## src/rtl/core/vac_pkg.sv

```systemverilog
// Shared types and constants for the virtual axis conditioner.
// No dependencies; imported by vac_axis_upd and virtual_axis_conditioner.
`default_nettype none

package vac_pkg;

    // Value format: signed Q4.15 held in 20 bits
    localparam int VAL_W   = 20;
    localparam int PROD_W  = 53;   // decay product: 21-bit value by 32-bit gain*dt
    localparam int TRIG_W  = 6;    // trigger mask bits
    localparam int CFG_IW  = 3;    // configuration index width
    localparam int CFG_DW  = 16;   // configuration data width

    // Operation codes
    typedef logic [2:0] vac_op_t;
    localparam vac_op_t OP_DIGITAL = 3'd0;
    localparam vac_op_t OP_ANALOG  = 3'd1;
    localparam vac_op_t OP_MOUSE   = 3'd2;
    localparam vac_op_t OP_TICK    = 3'd3;
    localparam vac_op_t OP_CLEAR   = 3'd4;

    // Configuration register indexes
    typedef logic [CFG_IW-1:0] vac_cfg_idx_t;
    localparam vac_cfg_idx_t CFG_RAMP_GAIN    = 3'd0;
    localparam vac_cfg_idx_t CFG_GRAVITY_GAIN = 3'd1;
    localparam vac_cfg_idx_t CFG_DEADZONE     = 3'd2;
    localparam vac_cfg_idx_t CFG_MOUSE_GAIN   = 3'd3;
    localparam vac_cfg_idx_t CFG_TRIGGER_MASK = 3'd4;

    // Per-axis mode flags handed to the update unit
    typedef struct packed {
        logic mouse;
        logic ovr;
        logic pos;
        logic neg;
    } vac_flags_t;

endpackage

`default_nettype wire

```

## src/rtl/core/vac_axis_upd.sv

```systemverilog
// Per-axis tick update: decay rounding, ramp, deadzone and clamp.
// Depends on vac_pkg.
`default_nettype none

module vac_axis_upd (
    input  wire logic signed [vac_pkg::VAL_W-1:0]  v,
    input  wire logic signed [vac_pkg::PROD_W-1:0] prod,
    input  wire logic        [vac_pkg::VAL_W-1:0]  step,
    input  wire vac_pkg::vac_flags_t               flags,
    input  wire logic        [14:0]                deadzone,
    input  wire logic                              trig,
    output logic signed      [vac_pkg::VAL_W-1:0]  result
);
    import vac_pkg::*;

    localparam int DEC_W = PROD_W + 1 - 28;   // rounded decay term width
    localparam int SUM_W = DEC_W + 1;

    logic signed [PROD_W:0]     prod_rnd;
    logic signed [DEC_W-1:0]    dec;
    logic signed [SUM_W-1:0]    vsum;
    logic signed [VAL_W-1:0]    vsat;
    logic signed [VAL_W+1:0]    rsum;
    logic signed [VAL_W+1:0]    pre;
    logic signed [VAL_W+1:0]    lo;
    logic signed [VAL_W+1:0]    clamped;

    // Zero a value whose magnitude is within the deadzone
    function automatic logic signed [VAL_W-1:0] dz_apply(
        input logic signed [VAL_W-1:0] x,
        input logic [14:0]             dzv
    );
        logic [VAL_W:0] mag;
        mag = x[VAL_W-1] ? (~{x[VAL_W-1], x} + 1'b1) : {x[VAL_W-1], x};
        if (mag <= {{(VAL_W-14){1'b0}}, dzv})
            return '0;
        return x;
    endfunction

    // Decay: round half up of prod / 2^28, add, saturate to 20 bits
    always_comb
    begin
        prod_rnd = {prod[PROD_W-1], prod} + (PROD_W+1)'(64'd1 << 27);
        dec      = prod_rnd[PROD_W:28];
        vsum     = {{(SUM_W-VAL_W){v[VAL_W-1]}}, v} + {dec[DEC_W-1], dec};
        if (vsum > SUM_W'(524287))
            vsat = VAL_W'(524287);
        else if (vsum < -SUM_W'(524288))
            vsat = VAL_W'(-524288);
        else
            vsat = vsum[VAL_W-1:0];
    end

    // Ramp: add and subtract the step for the held sides
    always_comb
    begin
        rsum = {{2{v[VAL_W-1]}}, v};
        if (flags.pos)
            rsum = rsum + {2'b00, step};
        if (flags.neg)
            rsum = rsum - {2'b00, step};
    end

    // Select ramp or decay, then clamp to the axis range
    always_comb
    begin
        logic signed [VAL_W-1:0] dzd;
        dzd = dz_apply(vsat, deadzone);
        pre = (flags.pos || flags.neg) ? rsum : {{2{dzd[VAL_W-1]}}, dzd};
        lo  = trig ? '0 : -(VAL_W+2)'(32768);
        if (pre < lo)
            clamped = lo;
        else if (pre > (VAL_W+2)'(32768))
            clamped = (VAL_W+2)'(32768);
        else
            clamped = pre;
    end

    // Mouse-driven axes hold, overridden axes only see the deadzone
    always_comb
    begin
        priority if (flags.mouse)
            result = v;
        else if (flags.ovr)
            result = dz_apply(v, deadzone);
        else
            result = clamped[VAL_W-1:0];
    end

endmodule

`default_nettype wire

```

## src/rtl/core/virtual_axis_conditioner.sv

```systemverilog
// Virtual axis conditioner top level: event handling, value memory, tick walk.
// Depends on vac_pkg and vac_axis_upd.
`default_nettype none

//  channel   direction  handshake              payload
//  input     in         in_valid / in_stall    op, axis, direction, pressed, sample, delta_time
//  result    out        out_valid / out_stall  out_axis, axis_value, last
//  config    in         cfg_we                 cfg_index, cfg_data
//
// Digital, analog and clear items complete when accepted; a mouse item then
// writes its value in S_MOUSE. A tick loads its step and gravity*dt when accepted,
// then walks the axes, each through S_READ (memory read), S_MUL (decay multiply)
// and S_CALC (update and write-back); S_CALC waits while out_stall holds the result
// register. The next axis starts while the previous result is still held.
// Reset clears flags, the value memory valid bits (all values read as zero)
// and restores configuration defaults; no clearing pass is needed.

module virtual_axis_conditioner #(
    parameter int NUM_AXES = 6
) (
    input  wire logic                          clk,
    input  wire logic                          rst_n,
    // input items
    input  wire logic                          in_valid,
    output logic                               in_stall,
    input  wire logic [2:0]                    op,
    input  wire logic [2:0]                    axis,
    input  wire logic                          direction,
    input  wire logic                          pressed,
    input  wire logic signed [15:0]            sample,
    input  wire logic [15:0]                   delta_time,
    // result items
    output logic                               out_valid,
    input  wire logic                          out_stall,
    output logic [2:0]                         out_axis,
    output logic signed [vac_pkg::VAL_W-1:0]   axis_value,
    output logic                               last,
    // configuration
    input  wire logic                          cfg_we,
    input  wire logic [vac_pkg::CFG_IW-1:0]    cfg_index,
    input  wire logic [vac_pkg::CFG_DW-1:0]    cfg_data
);
    import vac_pkg::*;

    localparam int AW = (NUM_AXES > 1) ? $clog2(NUM_AXES) : 1;

    typedef enum logic [2:0] {
        S_IDLE,
        S_MOUSE,
        S_READ,
        S_MUL,
        S_CALC
    } state_t;

    // control state
    state_t                 state_reg, state_next;
    logic [AW-1:0]          cnt_reg, cnt_next;
    logic [AW-1:0]          ax_reg, ax_next;
    logic [NUM_AXES-1:0]    pos_reg, pos_next;
    logic [NUM_AXES-1:0]    neg_reg, neg_next;
    logic [NUM_AXES-1:0]    ovr_reg, ovr_next;
    logic [NUM_AXES-1:0]    mouse_reg, mouse_next;
    logic [NUM_AXES-1:0]    vld_reg, vld_next;
    logic                   out_valid_reg, out_valid_next;
    logic [2:0]             out_axis_reg, out_axis_next;
    logic signed [VAL_W-1:0] axis_value_reg, axis_value_next;
    logic                   last_reg, last_next;

    // configuration registers
    logic [15:0]            ramp_gain_reg;
    logic [15:0]            gravity_gain_reg;
    logic [14:0]            deadzone_reg;
    logic [15:0]            mouse_gain_reg;
    logic [TRIG_W-1:0]      trig_mask_reg;

    // datapath registers
    logic [VAL_W-1:0]        step_reg, step_next;
    logic [31:0]             gdt_reg, gdt_next;
    logic signed [32:0]      mprod_reg, mprod_next;
    logic signed [VAL_W-1:0] v_reg, v_next;
    logic signed [PROD_W-1:0] prod_reg, prod_next;
    logic signed [VAL_W-1:0] rdata_reg;

    // value memory
    logic signed [VAL_W-1:0] mem [NUM_AXES];
    logic                    mem_we;
    logic [AW-1:0]           mem_waddr;
    logic signed [VAL_W-1:0] mem_wdata;

    logic                    in_acc;
    logic                    ax_ok;
    logic [AW-1:0]           ax_idx;
    logic                    out_free;
    logic [NUM_AXES-1:0]     trig_vec;
    logic signed [VAL_W-1:0] upd_result;
    vac_flags_t              upd_flags;
    logic [32:0]             rp;
    logic signed [33:0]      mrnd;
    logic signed [32:0]      mhalf;
    logic signed [VAL_W-1:0] msat;
    logic signed [VAL_W-1:0] vm;
    logic signed [VAL_W:0]   negv;

    assign in_stall   = (state_reg != S_IDLE);
    assign out_valid  = out_valid_reg;
    assign out_axis   = out_axis_reg;
    assign axis_value = axis_value_reg;
    assign last       = last_reg;

    assign in_acc   = in_valid && (state_reg == S_IDLE);
    assign ax_ok    = ({29'd0, axis} < 32'(NUM_AXES));
    assign ax_idx   = AW'(axis);
    assign out_free = !out_valid_reg || !out_stall;

    // trigger flags: only the first six axes have a mask bit
    for (genvar j = 0; j < NUM_AXES; j++)
    begin : g_trig
        if (j < TRIG_W)
        begin : g_bit
            assign trig_vec[j] = trig_mask_reg[j];
        end
        else
        begin : g_none
            assign trig_vec[j] = 1'b0;
        end
    end

    // tick constants: ramp step and gravity*dt
    assign rp = 33'(ramp_gain_reg) * 33'(delta_time) + 33'd4096;

    // mouse value: halve with round half up, saturate
    always_comb
    begin
        mrnd  = {mprod_reg[32], mprod_reg} + 34'sd1;
        mhalf = mrnd[33:1];
        if (mhalf > 33'sd524287)
            msat = VAL_W'(524287);
        else if (mhalf < -33'sd524288)
            msat = VAL_W'(-524288);
        else
            msat = mhalf[VAL_W-1:0];
    end

    // read data masked by valid bit, negated for the decay product
    assign vm   = vld_reg[cnt_reg] ? rdata_reg : '0;
    assign negv = -{vm[VAL_W-1], vm};

    assign upd_flags = '{mouse: mouse_reg[cnt_reg], ovr: ovr_reg[cnt_reg],
                         pos: pos_reg[cnt_reg], neg: neg_reg[cnt_reg]};

    vac_axis_upd u_upd (
        .v        (v_reg),
        .prod     (prod_reg),
        .step     (step_reg),
        .flags    (upd_flags),
        .deadzone (deadzone_reg),
        .trig     (trig_vec[cnt_reg]),
        .result   (upd_result)
    );

    // sequencer next state
    always_comb
    begin
        state_next      = state_reg;
        cnt_next        = cnt_reg;
        ax_next         = ax_reg;
        pos_next        = pos_reg;
        neg_next        = neg_reg;
        ovr_next        = ovr_reg;
        mouse_next      = mouse_reg;
        vld_next        = vld_reg;
        out_valid_next  = out_valid_reg && out_stall;
        out_axis_next   = out_axis_reg;
        axis_value_next = axis_value_reg;
        last_next       = last_reg;
        step_next       = step_reg;
        gdt_next        = gdt_reg;
        mprod_next      = mprod_reg;
        v_next          = v_reg;
        prod_next       = prod_reg;
        mem_we          = 1'b0;
        mem_waddr       = cnt_reg;
        mem_wdata       = upd_result;

        unique case (state_reg)
            S_IDLE:
            begin
                if (in_acc)
                begin
                    unique case (op)
                        OP_DIGITAL:
                        begin
                            if (ax_ok)
                            begin
                                if (direction)
                                    neg_next[ax_idx] = pressed;
                                else
                                    pos_next[ax_idx] = pressed;
                                ovr_next[ax_idx] = 1'b0;
                            end
                        end
                        OP_ANALOG:
                        begin
                            if (ax_ok)
                            begin
                                mem_we             = 1'b1;
                                mem_waddr          = ax_idx;
                                mem_wdata          = VAL_W'(sample);
                                vld_next[ax_idx]   = 1'b1;
                                ovr_next[ax_idx]   = 1'b1;
                                mouse_next[ax_idx] = 1'b0;
                            end
                        end
                        OP_MOUSE:
                        begin
                            if (ax_ok && (sample != 16'sd0))
                            begin
                                mprod_next         = 33'(sample) *
                                                     $signed(33'(mouse_gain_reg));
                                ax_next            = ax_idx;
                                ovr_next[ax_idx]   = 1'b1;
                                mouse_next[ax_idx] = 1'b1;
                                state_next         = S_MOUSE;
                            end
                        end
                        OP_TICK:
                        begin
                            step_next  = rp[32:13];
                            gdt_next   = 32'(gravity_gain_reg) * 32'(delta_time);
                            cnt_next   = '0;
                            state_next = S_READ;
                        end
                        OP_CLEAR:
                        begin
                            // cleared entries read back as zero
                            vld_next = vld_reg & ~mouse_reg;
                        end
                        default:
                        begin
                        end
                    endcase
                end
            end
            S_MOUSE:
            begin
                mem_we           = 1'b1;
                mem_waddr        = ax_reg;
                mem_wdata        = msat;
                vld_next[ax_reg] = 1'b1;
                state_next       = S_IDLE;
            end
            S_READ:
            begin
                // memory read of entry cnt_reg lands in rdata_reg
                state_next = S_MUL;
            end
            S_MUL:
            begin
                v_next     = vm;
                prod_next  = PROD_W'(negv) * $signed(PROD_W'(gdt_reg));
                state_next = S_CALC;
            end
            S_CALC:
            begin
                // write back and report once the result register is free
                if (out_free)
                begin
                    mem_we            = 1'b1;
                    vld_next[cnt_reg] = 1'b1;
                    out_valid_next    = 1'b1;
                    out_axis_next     = 3'(cnt_reg);
                    axis_value_next   = upd_result;
                    last_next         = (cnt_reg == AW'(NUM_AXES - 1));
                    if (cnt_reg == AW'(NUM_AXES - 1))
                        state_next = S_IDLE;
                    else
                    begin
                        cnt_next   = cnt_reg + 1'b1;
                        state_next = S_READ;
                    end
                end
            end
            default:
            begin
                state_next = S_IDLE;
            end
        endcase
    end

    // state and registered outputs
    always_ff @(posedge clk or negedge rst_n)
    begin
        if (!rst_n)
        begin
            state_reg      <= S_IDLE;
            cnt_reg        <= '0;
            ax_reg         <= '0;
            pos_reg        <= '0;
            neg_reg        <= '0;
            ovr_reg        <= '0;
            mouse_reg      <= '0;
            vld_reg        <= '0;
            out_valid_reg  <= 1'b0;
            out_axis_reg   <= '0;
            axis_value_reg <= '0;
            last_reg       <= 1'b0;
        end
        else
        begin
            state_reg      <= state_next;
            cnt_reg        <= cnt_next;
            ax_reg         <= ax_next;
            pos_reg        <= pos_next;
            neg_reg        <= neg_next;
            ovr_reg        <= ovr_next;
            mouse_reg      <= mouse_next;
            vld_reg        <= vld_next;
            out_valid_reg  <= out_valid_next;
            out_axis_reg   <= out_axis_next;
            axis_value_reg <= axis_value_next;
            last_reg       <= last_next;
        end
    end

    // configuration registers
    always_ff @(posedge clk or negedge rst_n)
    begin
        if (!rst_n)
        begin
            ramp_gain_reg    <= 16'd4096;
            gravity_gain_reg <= 16'd4096;
            deadzone_reg     <= 15'd2949;
            mouse_gain_reg   <= 16'd5243;
            trig_mask_reg    <= 6'd48;
        end
        else if (cfg_we)
        begin
            unique case (cfg_index)
                CFG_RAMP_GAIN:    ramp_gain_reg    <= cfg_data;
                CFG_GRAVITY_GAIN: gravity_gain_reg <= cfg_data;
                CFG_DEADZONE:     deadzone_reg     <= cfg_data[14:0];
                CFG_MOUSE_GAIN:   mouse_gain_reg   <= cfg_data;
                CFG_TRIGGER_MASK: trig_mask_reg    <= cfg_data[TRIG_W-1:0];
                default:
                begin
                end
            endcase
        end
    end

    // datapath registers, no reset
    always_ff @(posedge clk)
    begin
        step_reg  <= step_next;
        gdt_reg   <= gdt_next;
        mprod_reg <= mprod_next;
        v_reg     <= v_next;
        prod_reg  <= prod_next;
    end

    // value memory: one write port, registered read at the tick counter.
    // Each axis is read, then written, before the next access, so no overlap.
    always_ff @(posedge clk)
    begin
        if (mem_we)
            mem[mem_waddr] <= mem_wdata;
        rdata_reg <= mem[cnt_reg];
    end

    // the final result of a tick carries the last axis index
    a_last_axis: assert property (@(posedge clk) disable iff (!rst_n)
        out_valid_reg && last_reg |-> out_axis_reg == 3'(NUM_AXES - 1))
        else $error("last flag on wrong axis");

    // events other than a tick never raise a result
    a_no_result: assert property (@(posedge clk) disable iff (!rst_n)
        in_acc && (op != OP_TICK) |=> !$rose(out_valid_reg))
        else $error("result from a non-tick item");

    // a tick holds off input while it walks the axes
    a_tick_busy: assert property (@(posedge clk) disable iff (!rst_n)
        in_acc && (op == OP_TICK) |=> in_stall && (cnt_reg == '0))
        else $error("tick did not start its walk");

    // the axis counter stays within the memory
    a_cnt_range: assert property (@(posedge clk) disable iff (!rst_n)
        state_reg != S_IDLE |-> {{(32-AW){1'b0}}, cnt_reg} < 32'(NUM_AXES))
        else $error("axis counter out of range");

endmodule

`default_nettype wire
```

## config.mk

```make
export PLATFORM = sky130hd
export DESIGN_NAME = virtual_axis_conditioner
export DESIGN_NICKNAME = d
export VERILOG_FILES = /design/src/rtl/core/vac_pkg.sv /design/src/rtl/core/vac_axis_upd.sv /design/src/rtl/core/virtual_axis_conditioner.sv
export SDC_FILE = /design/constraint.sdc
export NUM_CORES = 2
export LEC_CHECK = 0
export BUFFER_PORTS_ARGS = -buffer_cell sky130_fd_sc_hd__buf_4
export CAP_MARGIN = 20
export CORE_ASPECT_RATIO = 0.6
export CORE_MARGIN = 1.5
export CORE_UTILIZATION = 51
export DETAILED_ROUTE_END_ITERATION = 12
export PLACE_DENSITY = 0.67
export SYNTH_ARGS = -nofsm -noshare
export SYNTH_HDL_FRONTEND = slang
export SYNTH_SLANG_ARGS = --single-unit
```

## constraint.sdc

```tcl
create_clock -name clk -period 14.54 [get_ports clk]
set_input_delay 2.908 -clock clk [delete_from_list [all_inputs] [get_ports clk]]
set_output_delay 2.908 -clock clk [all_outputs]
set_load 0.1 [all_outputs]
```

== Word-level counts from Yosys, hierarchy flattened ==
Memories as Yosys holds them, arrays and structs flattened. A register that Yosys moved wholly into a read port is not among the register bits.
Index checks and enable logic that the tools add are counted.
Operators by class
  shift-type cells: 0
  equality and inequality tests: 24
  reductions and logical operators: 34
  $add $sub $neg: 10
  $mul: 4
  multiplexer cells: 83
  bitwise logic cells: 13
  order comparisons: 15
  div/mod/pow operators: 0
Operators by type and width (count)
  20-bit two-way mux: 16
  22-bit two-way mux: 4
  16-bit by 16-bit multiplier with 32-bit output: 2
  53-bit by 29-bit adder with 54-bit output (second input constant): 1
  21-bit by 33-bit multiplier with 53-bit output: 1
  6-bit two-way mux: 8
  21-bit by 1-bit adder with 21-bit output (second input constant): 2
  21-bit by 15-bit <= comparator with 1-bit output: 2
  21-bit two-way mux: 2
  21-bit inverter: 2
  20-bit one-hot mux with 2 select lines: 1
  6-bit one-hot mux with 3 select lines: 2
  33-bit by 2-bit adder with 34-bit output (second input constant): 1
  32-bit by 13-bit adder with 33-bit output (second input constant): 1
  33-bit by 20-bit greater-than comparator with 1-bit output (second input constant): 1
  33-bit by 20-bit < comparator with 1-bit output (second input constant): 1
  16-bit by 17-bit multiplier with 33-bit output: 1
  3-bit two-way mux: 10
  6-bit OR: 5
  20-bit by 26-bit adder with 27-bit output: 1
  27-bit by 20-bit greater-than comparator with 1-bit output (second input constant): 1
  27-bit by 20-bit < comparator with 1-bit output (second input constant): 1
  5-bit AND reduction: 5
  6-bit one-hot mux with 2 select lines: 2
  38 further kinds: 110
Storage, ports and cells
  latch bits: 0
  input bits: 64
  memory bits (read-only): 0
  bits in writable memories: 120
  logic and storage cells: 206
  flip-flop bits (word level): 291
  memories kept: 1
  output and inout port bits: 26
Memory list
  mem: words 6, width 20, read ports 1, clocked after memory_dff 1, write ports 1, line virtual_axis_conditioner.sv:85  | logic signed [VAL_W-1:0] mem [NUM_AXES];

== Depth between registers and ports, before layout ==
  word-level depth: 21
  mapped depth: 48
  depth with buffers taken out: 45

== Hierarchy ==
Synthesis repeated with hierarchy kept, for this count alone.
Second synthesis, totals
  cell total of the unflattened synthesis: 7685
  area total of the unflattened synthesis: 71609.9 um2
Modules (own cells, without submodules)
  virtual_axis_conditioner: times used 1, area an instance 63960.1 um2, cells each 6536
  vac_axis_upd: times used 1, area an instance 7649.8 um2, cells each 1149

== Least setup slack after synthesis ==
No wires, ideal clock.
  kind: flip-flop to flip-flop
  from: register cnt_reg[0]
  to: register prod_reg[47], data pin
  data arrival time: 10.629 ns
  slack: 3.647 ns
  cell stages (with the launch flop): 43
  setup time: 0.264 ns
  cells stage by stage: dfrtp_1 -> clkbuf_1 -> mux4_2 -> o2bb2ai_1 -> clkbuf_1 -> and2_1 -> nor4_1 -> nand4_1 -> nor3_1 -> nand3b_1 -> o31ai_1 -> and2_1 -> clkbuf_1 -> clkbuf_1 -> nand2_1 -> fa_1 -> fa_1 -> inv_1 -> (+7 left out) -> fa_1 -> inv_1 -> ha_1 -> a21o_1 -> a21o_1 -> a211o_1 -> a21o_1 -> a21o_1 -> a21o_1 -> a21oi_1 -> o211ai_1 -> o211ai_1 -> a31oi_1 -> a41o_1 -> o41a_1 -> a21o_1 -> a221oi_1 -> xnor2_1
On the way
  word-level cells in the longest chain between the ends: 5
Ends and longest elaborated chain
  from (decl): line virtual_axis_conditioner.sv:57  | logic [AW-1:0] cnt_reg, cnt_next;
  from (signal assigned): line virtual_axis_conditioner.sv:311  | cnt_reg <= cnt_next;
  1-bit binary-select mux with 3-bit select: line virtual_axis_conditioner.sv:145  | assign vm = vld_reg[cnt_reg] ? rdata_reg : '0;
  1-bit two-way mux (implied by the code): line virtual_axis_conditioner.sv:145
  20-bit two-way mux: line virtual_axis_conditioner.sv:145
  net vm[9]: line virtual_axis_conditioner.sv:101  | logic signed [VAL_W-1:0] vm;
  21-bit negator: line virtual_axis_conditioner.sv:146  | assign negv = -{vm[VAL_W-1], vm};
  21-bit by 33-bit multiplier with 53-bit output: line virtual_axis_conditioner.sv:260  | prod_next = PROD_W'(negv) * $signed(PROD_W'(gdt_reg));
  to (signal assigned): line virtual_axis_conditioner.sv:358  | prod_reg <= prod_next;
  to (decl): line virtual_axis_conditioner.sv:81  | logic signed [PROD_W-1:0] prod_reg, prod_next;
The timed path passes the listed nets, and every way through them passes these cells. The select of a mux whose other input is x is not followed.
A chain may end at the register's enable or synchronous reset.

== Worst setup path in the final report ==
  from: register cnt_reg[1]
  to: register prod_reg[47], data pin
The elaborated chain is that of the path after synthesis.

==> impl_metrics.csv <==
group,metric,value,unit
detailed_routing,ant_nets,0,
floorplan,ios,90,
timing,rsz0062_at_grt,"false",
global_route,grt_overflow,0,
timing,max_slew.worst_pin.slew,1.33,ns
floorplan,chipWidth,477,microns
worst_setup_path,crit_top_cell,"fa_1",
worst_hold_path,hold_path_class,"flip-flop to flip-flop",
logic_synthesis,yosys.area.top_type,"fa_1",
timing,period_share,0.854,
worst_setup_path,critPathLaunchType,"flip-flop",
timing,max_freq,0.0806,GHz
global_route,first_global_vias,53600,
clocking,cts_setup_buffers,0,
clocking,tritoncts,"built",
run,max_cap_violations,0,
detailed_routing,wl_per_cell,22.6,microns
logic_synthesis,synth_edf_count,251,
finish,final_cell_mix,"1,351 x inv_1, 1,213 x nand2_1, 1,153 x fa_1, 643 x ha_1, 460 x and2_1",
placement,dp_slack,2.33,ns
logic_synthesis,avgSynthCellArea,9.29,sq um
worst_setup_path,cp.required,14.88,ns
timing,skew,0.0259,ns
placement,place.port_buffers,89,
worst_setup_path,critPathKind,"flip-flop to flip-flop",
logic_synthesis,ys_types,100,
finish,largest_reg_flops,120,
timing,finalWorstSetupSlack,2.13,ns
logic_synthesis,synth_top_area_frac,0.336,
finish,syn2layout_area_growth,5.85,%
detailed_routing,drc,0,
finish,nFillCells,12000,
logic_synthesis,yosysWarnings,0,
global_route,grt_pass1_wl,321000,microns
timing,setup_viol,0,
logic_synthesis,syn_nets,9261,
worst_setup_path,worstPathMaxFanout,21,
clocking,cts_resized,0,
detailed_routing,vias,52200,
logic_synthesis,ys_seq_elements,404,
clocking,clk_latency,0.61,ns
logic_synthesis,ys_seq_area_frac,0.164,
clocking,cts_sinks,404,
clocking,htreeDepth,2,
clocking,cts.path.max_buffers,3,
clocking,cts-root-buf,"clkbuf_16",
timing,holdWs,0.478,ns
worst_setup_path,slowest_delay,0.92,ns
placement,gp_congestion,0.988,
detailed_routing,dr.pass1.iters,7,
logic_synthesis,synth-main-ff-cell,"edfxtp_1",
worst_setup_path,crit_slowest_cell,"dfrtp_1",
clocking,clkTransAtPathRegs,0.07,ns
placement,place_area,71400,sq um
timing,relSlewSlack,0.105,
timing,min_period,12.41,ns
finish,final_area,72800,sq um
logic_synthesis,async_flop_share,0.329,
timing,hold_viol_final,0,
detailed_routing,drt_iter0_markers,5179,
detailed_routing,post_drt_via_cell_ratio,5.72,
finish,design.final.nets,9148,
floorplan,chipHeight,287,microns
floorplan,initial_core_util,0.513,
worst_setup_path,worstPathArrival,12.75,ns
status,status,"complete, no violations",
floorplan,dieArea,137000,sq um
clocking,cts_buffers,39,
finish,final_common_cell,"inv_1",
timing,maxSlewViolCount,0,
timing,finalSetupTns,0,ns
logic_synthesis,synth_area_leaders,"fa_1 34%, ha_1 12%, edfxtp_1 11%, inv_1 7.4%, nand2_1 6.6%",
floorplan,coreArea,134000,sq um
logic_synthesis,synth_area,68800,sq um
floorplan,core.rowCount,104,
worst_setup_path,path_delay_family,"compound AO/OA/AOI/OAI gates",
placement,dpl.hpwl,159000,microns
finish,drive_gt1_frac,0.0624,
global_route,grt_max_degree,68,
worst_setup_path,end_kind,"flip-flop",
clocking,postCtsHoldBufs,0,
worst_setup_path,crit_buf_inv,3,
global_route,grt.total_usage,0.307,
global_route,antenna_found_initial,11,
detailed_routing,postRouteWirelength,206000,microns
logic_synthesis,syn_inst,7401,
[routing by layer]
metal,GRT usage,share of wire,up-vias
met1,0.477,0.46,26200
met3,0.112,0.14,277
met5,0.00445,0.00071,-
li1,-,-,23000
met2,0.407,0.38,2674
met4,0.0506,0.017,14
[kinds of logic (layout without fill, tap and decap cells)]
family                     after synthesis  after routing  share of synthesized area
AOI/OAI and AO/OA                      788            788                     0.0751
xor gates and xnor gates               232            232                     0.0295
adders and majority gates             1796           1796                      0.452
buffers and inverters                 1702           1620                     0.0933
DFF                                    404            404                      0.164
muxes                                  131            131                     0.0248
other                                    0              1                          0
and+or+nand+nor                       2348           2348                      0.161
[cell usage after synthesis, drive strengths merged (14+ instances only)]
| cell type | instances |
|---|---|
| a211oi | 24 |
| mux4 | 24 |
| nand2 | 1213 |
| nand3b | 14 |
| fa | 1153 |
| xnor2 | 149 |
| mux2 | 75 |
| nor4 | 23 |
| or2 | 19 |
| nor2 | 232 |
| a211o | 14 |
| o21ai | 198 |
| nand2b | 72 |
| edfxtp | 251 |
| dfxtp | 20 |
| a221oi | 14 |
| mux2i | 32 |
| ha | 643 |
| o21bai | 21 |
| o31ai | 23 |
| dfstp | 18 |
| nor3 | 71 |
| or3 | 19 |
| o211ai | 19 |
| a31oi | 24 |
| dfrtp | 115 |
| o21a | 50 |
| clkbuf | 329 |
| a21oi | 198 |
| nand4 | 32 |
| and2 | 464 |
| nor2b | 32 |
| buf | 21 |
| inv | 1351 |
| and3 | 41 |
| nand3 | 78 |
| xor2 | 83 |
| a22oi | 22 |
| a21o | 67 |
[cell type report]
cell class | instances | area [sq um] | area share
clock buffers | 44 | 1040 | 0.0142
flip-flops and latches | 404 | 11300 | 0.155
repair buffers | 196 | 1540 | 0.0211
well taps | 1802 | 2250 | 0.0310
diodes | 1 | 2.50 | 0.0000344
inverters | 1352 | 5070 | 0.0697
multi-input cells | 5295 | 51300 | 0.704
clock inverters | 28 | 337 | 0.00462
[path summary, 6_finish.rpt]
path | end | depth (start not counted) | slack [ns] | from
worst max-delay path | prod_reg[47]$_DFFE_PP_ | 35 | 2.13 | cnt_reg[1]$_DFFE_PN0P_
worst min-delay path | vld_reg[0]$_DFFE_PN0P_ | 1 | 0.48 | flip-flop
worst max register to register | prod_reg[47]$_DFFE_PP_ | 35 | 2.13 | cnt_reg[1]$_DFFE_PN0P_
worst min register to register | vld_reg[0]$_DFFE_PN0P_ | 1 | 0.48 | flip-flop
max in group asynchronous | trig_mask_reg[0]$_DFFE_PN0P_ | 2 | 10.78 | rst_n
min in group asynchronous | pos_reg[0]$_DFFE_PN0P_ | 1 | 2.33 | rst_n
[through the flow]
step | util | std cells
after floorplan | - | 7401
after global placement | 0.532 | 9046
after detailed placement | 0.533 | 9047
after CTS | 0.543 | 9119
after global routing | 0.543 | 9121
final | 0.543 | 9122
Power is not shown: default switching activity piles up to over one toggle a cycle in this logic, so the estimate is an artifact.
